[src/design/amo_pkg.sv]
// Shared types and constants for the atomic memory operation unit.
// Used by every module of the block; no dependencies.
package amo_pkg;

  // Major opcodes (instruction bits 6..2)
  localparam logic [4:0] OPC_AMO      = 5'b01011;
  localparam logic [4:0] OPC_MISC_MEM = 5'b00011;

  // funct3 codes
  localparam logic [2:0] F3_WORD    = 3'd2;
  localparam logic [2:0] F3_FENCE   = 3'd0;
  localparam logic [2:0] F3_FENCE_I = 3'd1;

  // AMO funct5 codes
  localparam logic [4:0] F5_LR   = 5'b00010;
  localparam logic [4:0] F5_SC   = 5'b00011;
  localparam logic [4:0] F5_SWAP = 5'b00001;
  localparam logic [4:0] F5_ADD  = 5'b00000;
  localparam logic [4:0] F5_XOR  = 5'b00100;
  localparam logic [4:0] F5_AND  = 5'b01100;
  localparam logic [4:0] F5_OR   = 5'b01000;
  localparam logic [4:0] F5_MIN  = 5'b10000;
  localparam logic [4:0] F5_MAX  = 5'b10100;
  localparam logic [4:0] F5_MINU = 5'b11000;
  localparam logic [4:0] F5_MAXU = 5'b11100;

  // Cause codes
  localparam logic [2:0] CAUSE_OK        = 3'd0;
  localparam logic [2:0] CAUSE_ILLEGAL   = 3'd1;
  localparam logic [2:0] CAUSE_LOAD_MIS  = 3'd2;
  localparam logic [2:0] CAUSE_STORE_MIS = 3'd3;
  localparam logic [2:0] CAUSE_HALT      = 3'd4;

  // Operation class decided by the front end
  localparam logic [1:0] KIND_NOP = 2'd0;
  localparam logic [1:0] KIND_LR  = 2'd1;
  localparam logic [1:0] KIND_SC  = 2'd2;
  localparam logic [1:0] KIND_RMW = 2'd3;

  // Queue sizing (decoupling queue and output buffer)
  localparam int QUEUE_DEPTH = 2;
  localparam int QUEUE_PTR_W = $clog2(QUEUE_DEPTH);
  localparam int QUEUE_CNT_W = $clog2(QUEUE_DEPTH + 1);

  // Classified instruction handed from front to back
  typedef struct packed {
    logic [2:0]  cause;
    logic [1:0]  kind;
    logic [4:0]  funct5;
    logic [4:0]  rd;
    logic [31:0] addr;
    logic [31:0] opnd;
    logic [31:0] mem;
  } amo_item_t;

  // Finished result
  typedef struct packed {
    logic [2:0]  cause;
    logic        dest_write;
    logic [4:0]  dest_index;
    logic [31:0] dest_data;
    logic        store_enable;
    logic [31:0] store_address;
    logic [31:0] store_data;
  } amo_result_t;

endpackage

[src/design/amo_front.sv]
// Front end: decodes and classifies one instruction into an amo_item_t.
// Depends on amo_pkg.
module amo_front import amo_pkg::*; (
  input  logic [31:0] instruction,
  input  logic [31:0] base_value,
  input  logic [31:0] operand_value,
  input  logic [31:0] memory_word,
  output amo_item_t   item
);

  logic [4:0] major;
  logic [2:0] f3;
  logic [4:0] f5;
  logic [4:0] rs2;

  assign major = instruction[6:2];
  assign f3    = instruction[14:12];
  assign f5    = instruction[31:27];
  assign rs2   = instruction[24:20];

  // Cause and class; state-independent checks all happen here
  always_comb begin
    item.cause  = CAUSE_ILLEGAL;
    item.kind   = KIND_NOP;
    item.funct5 = f5;
    item.rd     = instruction[11:7];
    item.addr   = base_value;
    item.opnd   = operand_value;
    item.mem    = memory_word;
    unique case (major)
      OPC_AMO: begin
        if (f3 != F3_WORD) begin
          item.cause = CAUSE_ILLEGAL;
        end else if (base_value[1:0] != 2'b00) begin
          item.cause = (f5 == F5_LR) ? CAUSE_LOAD_MIS : CAUSE_STORE_MIS;
        end else begin
          unique case (f5) inside
            F5_LR: begin
              if (rs2 != 5'd0) begin
                item.cause = CAUSE_ILLEGAL;
              end else begin
                item.cause = CAUSE_OK;
                item.kind  = KIND_LR;
              end
            end
            F5_SC: begin
              item.cause = CAUSE_OK;
              item.kind  = KIND_SC;
            end
            F5_SWAP, F5_ADD, F5_XOR, F5_AND, F5_OR,
            F5_MIN, F5_MAX, F5_MINU, F5_MAXU: begin
              item.cause = CAUSE_OK;
              item.kind  = KIND_RMW;
            end
            default: item.cause = CAUSE_ILLEGAL;
          endcase
        end
      end
      OPC_MISC_MEM: begin
        unique case (f3)
          F3_FENCE:   item.cause = CAUSE_OK;
          F3_FENCE_I: item.cause = CAUSE_HALT;
          default:    item.cause = CAUSE_ILLEGAL;
        endcase
      end
      default: item.cause = CAUSE_HALT;
    endcase
  end

endmodule

[src/design/amo_queue.sv]
// Short FIFO of classified instructions between front and back end.
// Depends on amo_pkg.
module amo_queue import amo_pkg::*; (
  input  logic      clk,
  input  logic      rst_n,
  input  logic      push,
  output logic      full,
  input  amo_item_t push_item,
  output logic      empty,
  input  logic      pop,
  output amo_item_t pop_item
);

  amo_item_t              slot_r [QUEUE_DEPTH];
  logic [QUEUE_PTR_W-1:0] wr_ptr_r, wr_ptr_nxt;
  logic [QUEUE_PTR_W-1:0] rd_ptr_r, rd_ptr_nxt;
  logic [QUEUE_CNT_W-1:0] cnt_r, cnt_nxt;
  logic                   do_push, do_pop;

  assign full     = (cnt_r == QUEUE_CNT_W'(QUEUE_DEPTH));
  assign empty    = (cnt_r == '0);
  assign do_push  = push && !full;
  assign do_pop   = pop && !empty;
  assign pop_item = slot_r[rd_ptr_r];

  // Pointer and count update
  always_comb begin
    wr_ptr_nxt = wr_ptr_r;
    rd_ptr_nxt = rd_ptr_r;
    cnt_nxt    = cnt_r;
    if (do_push) begin
      wr_ptr_nxt = (wr_ptr_r == QUEUE_PTR_W'(QUEUE_DEPTH - 1)) ? '0 : wr_ptr_r + 1'b1;
    end
    if (do_pop) begin
      rd_ptr_nxt = (rd_ptr_r == QUEUE_PTR_W'(QUEUE_DEPTH - 1)) ? '0 : rd_ptr_r + 1'b1;
    end
    if (do_push && !do_pop) begin
      cnt_nxt = cnt_r + 1'b1;
    end else if (do_pop && !do_push) begin
      cnt_nxt = cnt_r - 1'b1;
    end
  end

  always_ff @(posedge clk) begin
    if (!rst_n) begin
      wr_ptr_r <= '0;
      rd_ptr_r <= '0;
      cnt_r    <= '0;
    end else begin
      wr_ptr_r <= wr_ptr_nxt;
      rd_ptr_r <= rd_ptr_nxt;
      cnt_r    <= cnt_nxt;
    end
  end

  // Payload storage, no reset
  always_ff @(posedge clk) begin
    if (do_push) begin
      slot_r[wr_ptr_r] <= push_item;
    end
  end

endmodule

[src/design/amo_back.sv]
// Back end: holds the LR/SC reservation, executes AMOs and buffers results.
// Depends on amo_pkg.
module amo_back import amo_pkg::*; (
  input  logic        clk,
  input  logic        rst_n,
  input  logic        item_valid,
  input  amo_item_t   item,
  output logic        item_pop,
  output logic        out_empty,
  input  logic        out_pop,
  output amo_result_t result
);

  logic                   resv_valid_r, resv_valid_nxt;
  logic [31:0]            resv_addr_r, resv_addr_nxt;
  amo_result_t            obuf_r [QUEUE_DEPTH];
  logic [QUEUE_PTR_W-1:0] owr_ptr_r, owr_ptr_nxt;
  logic [QUEUE_PTR_W-1:0] ord_ptr_r, ord_ptr_nxt;
  logic [QUEUE_CNT_W-1:0] ocnt_r, ocnt_nxt;
  logic                   obuf_space, do_out_pop;
  logic                   sc_ok;
  logic [31:0]            alu_val;
  amo_result_t            res;

  assign obuf_space = (ocnt_r != QUEUE_CNT_W'(QUEUE_DEPTH));
  assign item_pop   = item_valid && obuf_space;
  assign out_empty  = (ocnt_r == '0);
  assign do_out_pop = out_pop && !out_empty;
  assign result     = obuf_r[ord_ptr_r];

  assign sc_ok = resv_valid_r && (resv_addr_r == item.addr);

  // Read-modify-write combine
  always_comb begin
    unique case (item.funct5)
      F5_SWAP: alu_val = item.opnd;
      F5_ADD:  alu_val = item.mem + item.opnd;
      F5_XOR:  alu_val = item.mem ^ item.opnd;
      F5_AND:  alu_val = item.mem & item.opnd;
      F5_OR:   alu_val = item.mem | item.opnd;
      F5_MIN:  alu_val = ($signed(item.mem) < $signed(item.opnd)) ? item.mem : item.opnd;
      F5_MAX:  alu_val = ($signed(item.mem) < $signed(item.opnd)) ? item.opnd : item.mem;
      F5_MINU: alu_val = (item.mem < item.opnd) ? item.mem : item.opnd;
      F5_MAXU: alu_val = (item.mem < item.opnd) ? item.opnd : item.mem;
      default: alu_val = item.opnd;
    endcase
  end

  // Result assembly; only non-NOP classes carry cause OK with side effects
  always_comb begin
    res.cause         = item.cause;
    res.dest_index    = item.rd;
    res.store_address = item.addr;
    res.dest_write    = (item.kind != KIND_NOP) && (item.rd != 5'd0);
    res.store_enable  = (item.kind == KIND_RMW) || ((item.kind == KIND_SC) && sc_ok);
    res.dest_data     = (item.kind == KIND_SC) ? {31'd0, !sc_ok} : item.mem;
    res.store_data    = (item.kind == KIND_SC) ? item.opnd : alu_val;
    if (!res.dest_write) begin
      res.dest_data = '0;
    end
    if (!res.store_enable) begin
      res.store_data = '0;
    end
  end

  // Reservation update, in program order
  always_comb begin
    resv_valid_nxt = resv_valid_r;
    resv_addr_nxt  = resv_addr_r;
    if (item_pop && (item.kind == KIND_LR)) begin
      resv_valid_nxt = 1'b1;
      resv_addr_nxt  = item.addr;
    end else if (item_pop && (item.kind == KIND_SC)) begin
      resv_valid_nxt = 1'b0;
    end
  end

  // Output buffer pointers
  always_comb begin
    owr_ptr_nxt = owr_ptr_r;
    ord_ptr_nxt = ord_ptr_r;
    ocnt_nxt    = ocnt_r;
    if (item_pop) begin
      owr_ptr_nxt = (owr_ptr_r == QUEUE_PTR_W'(QUEUE_DEPTH - 1)) ? '0 : owr_ptr_r + 1'b1;
    end
    if (do_out_pop) begin
      ord_ptr_nxt = (ord_ptr_r == QUEUE_PTR_W'(QUEUE_DEPTH - 1)) ? '0 : ord_ptr_r + 1'b1;
    end
    if (item_pop && !do_out_pop) begin
      ocnt_nxt = ocnt_r + 1'b1;
    end else if (do_out_pop && !item_pop) begin
      ocnt_nxt = ocnt_r - 1'b1;
    end
  end

  always_ff @(posedge clk) begin
    if (!rst_n) begin
      resv_valid_r <= 1'b0;
      resv_addr_r  <= '0;
      owr_ptr_r    <= '0;
      ord_ptr_r    <= '0;
      ocnt_r       <= '0;
    end else begin
      resv_valid_r <= resv_valid_nxt;
      resv_addr_r  <= resv_addr_nxt;
      owr_ptr_r    <= owr_ptr_nxt;
      ord_ptr_r    <= ord_ptr_nxt;
      ocnt_r       <= ocnt_nxt;
    end
  end

  // Result storage, no reset
  always_ff @(posedge clk) begin
    if (item_pop) begin
      obuf_r[owr_ptr_r] <= res;
    end
  end

endmodule

[src/design/atomic_memory_op_unit.sv]
// Atomic memory operation unit: RV32A word AMOs, LR/SC and MISC-MEM.
// An input is registered in the decoupling queue, then its result in the output
// buffer that drives the out_ ports. Throughput: one transaction per cycle
// sustained while results are popped; 2-entry queues on both sides.
// Reset: rst_n synchronous, active low; clears both queues and the reservation.
// Depends on amo_pkg, amo_front, amo_queue, amo_back.
module atomic_memory_op_unit import amo_pkg::*; (
  input  logic        clk,
  input  logic        rst_n,
  input  logic        in_push,
  output logic        in_full,
  input  logic [31:0] in_instruction,
  input  logic [31:0] in_base_value,
  input  logic [31:0] in_operand_value,
  input  logic [31:0] in_memory_word,
  output logic        out_empty,
  input  logic        out_pop,
  output logic [2:0]  out_cause,
  output logic        out_dest_write,
  output logic [4:0]  out_dest_index,
  output logic [31:0] out_dest_data,
  output logic        out_store_enable,
  output logic [31:0] out_store_address,
  output logic [31:0] out_store_data
);

  amo_item_t   front_item;
  amo_item_t   back_item;
  logic        q_empty;
  logic        q_pop;
  amo_result_t result;

  // Decode
  amo_front u_front (
    .instruction   (in_instruction),
    .base_value    (in_base_value),
    .operand_value (in_operand_value),
    .memory_word   (in_memory_word),
    .item          (front_item)
  );

  // Decoupling queue
  amo_queue u_queue (
    .clk       (clk),
    .rst_n     (rst_n),
    .push      (in_push),
    .full      (in_full),
    .push_item (front_item),
    .empty     (q_empty),
    .pop       (q_pop),
    .pop_item  (back_item)
  );

  // Execute
  amo_back u_back (
    .clk        (clk),
    .rst_n      (rst_n),
    .item_valid (!q_empty),
    .item       (back_item),
    .item_pop   (q_pop),
    .out_empty  (out_empty),
    .out_pop    (out_pop),
    .result     (result)
  );

  assign out_cause         = result.cause;
  assign out_dest_write    = result.dest_write;
  assign out_dest_index    = result.dest_index;
  assign out_dest_data     = result.dest_data;
  assign out_store_enable  = result.store_enable;
  assign out_store_address = result.store_address;
  assign out_store_data    = result.store_data;

endmodule

[config.mk]
export PLATFORM = sky130hd
export DESIGN_NAME = atomic_memory_op_unit
export DESIGN_NICKNAME = d
export VERILOG_FILES = /design/src/design/amo_pkg.sv /design/src/design/amo_front.sv /design/src/design/amo_queue.sv /design/src/design/amo_back.sv /design/src/design/atomic_memory_op_unit.sv
export SDC_FILE = /design/constraint.sdc
export NUM_CORES = 1
export LEC_CHECK = 0
export BUFFER_PORTS_ARGS = -buffer_cell sky130_fd_sc_hd__buf_4
export CAP_MARGIN = 20
export CORE_MARGIN = 10
export CORE_UTILIZATION = 45
export CTS_CLUSTER_DIAMETER = 150
export CTS_CLUSTER_SIZE = 8
export DETAILED_ROUTE_END_ITERATION = 12
export PLACE_DENSITY = 0.66
export SYNTH_ARGS = -nofsm -noshare
export SYNTH_HDL_FRONTEND = slang
export SYNTH_SLANG_ARGS = --single-unit
[constraint.sdc]
create_clock -name clk -period 6 [get_ports clk]
set_clock_uncertainty 0.15 [all_clocks]
set_input_delay 0.6 -clock clk [delete_from_list [all_inputs] [get_ports clk]]
set_output_delay 0.6 -clock clk [all_outputs]
set_load 0.1 [all_outputs]
==> reports/qor.txt <==
RSZ-0062 raised after global routing: false
top sig layer: met5
Slew headroom: 32.11%
status: finished, final reports clean
vias in the first global route: 15670
CP arrival: 5.42 ns
first-pass GRT wire length: 88640 um
Syn Nets: 1951
total number of vias: 15040
Initial Util: 45.47%
share of cells above drive strength 1: 24.24%
DRT Pass-1 Iters: 5
Final Hold Fails: 0
Post-Route Setup TNS: 0 ns
Bufs and invs on worst path: 2
Final setup viols: 0
setup bufs post-CTS: 0
CP delay by family, top: compound AO/OA/AOI/OAI gates
Hold Startpoint: in_base_value[9]
cell count after synthesis: 1720
share of the synthesized area in the top cell type: 57.24%
Routed met3 length: 3736 um
routability cong.: 0.8928
CP cell instances: buf_4 > mux2_2 > inv_1 > ha_1 > nor2_1 > a221oi_1 > o221ai_1 > nor3_1 > o21a_1 > o211a_4 > nor2_4 > a2111oi_0 > o32ai_1
critical path peak fanout: 39
row count: 82
met2 routed WL: 30450 um
drc violations: 0
Clk Latency, worst-skew pair: 0.61 ns
Max Transition Viols Final: 0
min cycle time layout: 5.250 ns
Max-cap violations: 0
clock sinks: 477
count of different cell masters after synthesis: 80
Metal-1 WL: 23070 um
clock-pin slew on the worst setup and hold paths: 0.05 ns
CP endpoint kind: flip-flop
startpoint types: flip-flop
drt first-iter violations: 982
ys flop type: edfxtp_1
syn avg cell area: 13.24 um2
pin count of the biggest net entering global routing: 98
fmax: 190.5 MHz
synth warn: 0
Async S/R FF share, synth: 0%
Synth area leaders: edfxtp_1 57%, mux2_2 6.0%, ha_1 5.4%
Mapped Area: 22770 um2
GR Util All Layers: 19.02%
total grt overflow: 0
Post-synth EDFFs: 434
Ports: 240
CTS H-Tree Depth: 3
Die W: 244.9 um
Detail Route Antenna Nets: 0
root buffer cell: clkbuf_16
DRT Wirelength: 58650 um
Seq/Total Area, Yosys: 61.02%
TritonCTS Buffers: 69
worst slew pin tran: 1.014 ns
critical path required time: 6.17 ns
final period utilization: 87.49%
nets@finish: 2224
flops & latches, synth: 477
routed vias/inst: 5.564
CTS tree: yes
IO Port Bufs: 230
initial antenna violation count: 8
Hold Path Class: input port to flip-flop
WS Path Type: flip-flop to flip-flop
area leader, netlist: edfxtp_1
per-cell routed wire length: 21.70 um
Largest stage delay, worst path: 0.80 ns
Final HPWL DP: 38720 um
CTS Buffer Depth: 3
Die Y: 244.9 um
die area: 59990 um2
Crit-path slowest cell: dfxtp_4
synth-to-layout area growth: 21.11%
CORE AREA: 50070 um2
## cells in the mapped netlist, types with 34 or more instances
library cell,count
a21oi_1,93
o211a_1,34
mux2i_1,92
edfxtp_1,434
nand2_1,75
xnor2_1,41
inv_1,124
mux2_2,122
nor2_1,95
clkbuf_1,60
dfxtp_1,43
o21ai_0,77
ha_1,98
## area by class of cell
class	count	area (um2)
Fill cell	4195	22490
Sequential cell	477	13900
Multi-Input combinational cell	1031	8055
Timing Repair Buffer	290	2310
Clock buffer	100	1843
Tap cell	672	840.8
Inverter	124	465.4
Clock inverter	8	156.4
Antenna cell	1	2.502
## cell families after synthesis
group | after synthesis | synth area share [%]
DFF | 477 | 61.02
and+or+nand+nor | 284 | 5.952
AOI/OAI and AO/OA | 388 | 11.91
adders and majority gates | 99 | 5.474
buffers and inverters | 212 | 3.787
xor gates and xnor gates | 46 | 1.770
muxes | 214 | 10.08
## worst reg2reg max path, cell delays in order, from the launching register on
cell,delay (ns)
dfxtp_4,0.80
buf_4,0.41
mux2_2,0.41
inv_1,0.11
ha_1,0.29
nor2_1,0.06
a221oi_1,0.34
o221ai_1,0.19
nor3_1,0.55
o21a_1,0.47
o211a_4,0.34
nor2_4,0.16
a2111oi_0,0.51
o32ai_1,0.18
## registers in the layout (all words and copies together) (netlist names), 2 cells and up, named ones only
signal	flops
u_queue.slot_r	222
u_back.obuf_r	212
u_back.resv_addr_r	32
u_back.ocnt_r	2
u_queue.cnt_r	2
## per-layer routing
layer,vias to the layer above,global-route usage (%)
met5,-,0
met4,14,5.753
met3,124,4.930
met2,464,33.96
met1,7427,21.99
li1,7010,-
## repair_timing
| item | in CTS | in global routing |
|---|---|---|
| endpoints found under the setup margin | 0 | 0 |
| resized for setup | 0 | 0 |
| endpoints found under the hold margin | 56 | 0 |
| hold buffers | 30 | 0 |
## stage by stage
step | std cells | setup WS, ns | area, um2 | hold WS, ns | utilization, %
after floorplan | 1720 | 0.2091 | 22770 | 0.3288 | -
after global placement | 2563 | 0.8958 | 25240 | 0.3409 | 50.42
after detailed placement | 2563 | 0.7071 | 25240 | 0.3557 | 50.42
after CTS | 2701 | 0.6880 | 27540 | 0.0009529 | 55.01
after global routing | 2703 | 0.3018 | 27570 | 0.004777 | 55.07
final | 2703 | 0.7504 | 27570 | 0.02847 | 55.07
## final timing paths
check | to | slack [ns] | cells after the start
worst max-delay path | u_back.obuf_r[1][30] | 0.75 | 13
worst min-delay path | u_queue.slot_r[1][73] | 0.03 | 1
worst max register to register | u_back.obuf_r[1][30] | 0.75 | 13
worst min register to register | u_queue.cnt_r[1] | 0.36 | 2
## layout by cell type, fill, tap and decap left out, types with 34 or more instances in the layout
master and n:
a21oi_1 93, xnor2_1 41, mux2_2 122, nor2_1 91, o211a_1 34, dfxtp_1 41, mux2i_1 92, clkbuf_16 69
buf_4 256, o21ai_0 77, ha_1 98, inv_1 124, edfxtp_1 434, nand2_1 75
Power is left out: the tool's default activity adds up to more than one toggle a clock period on the data nets, which glitch-free logic cannot reach.
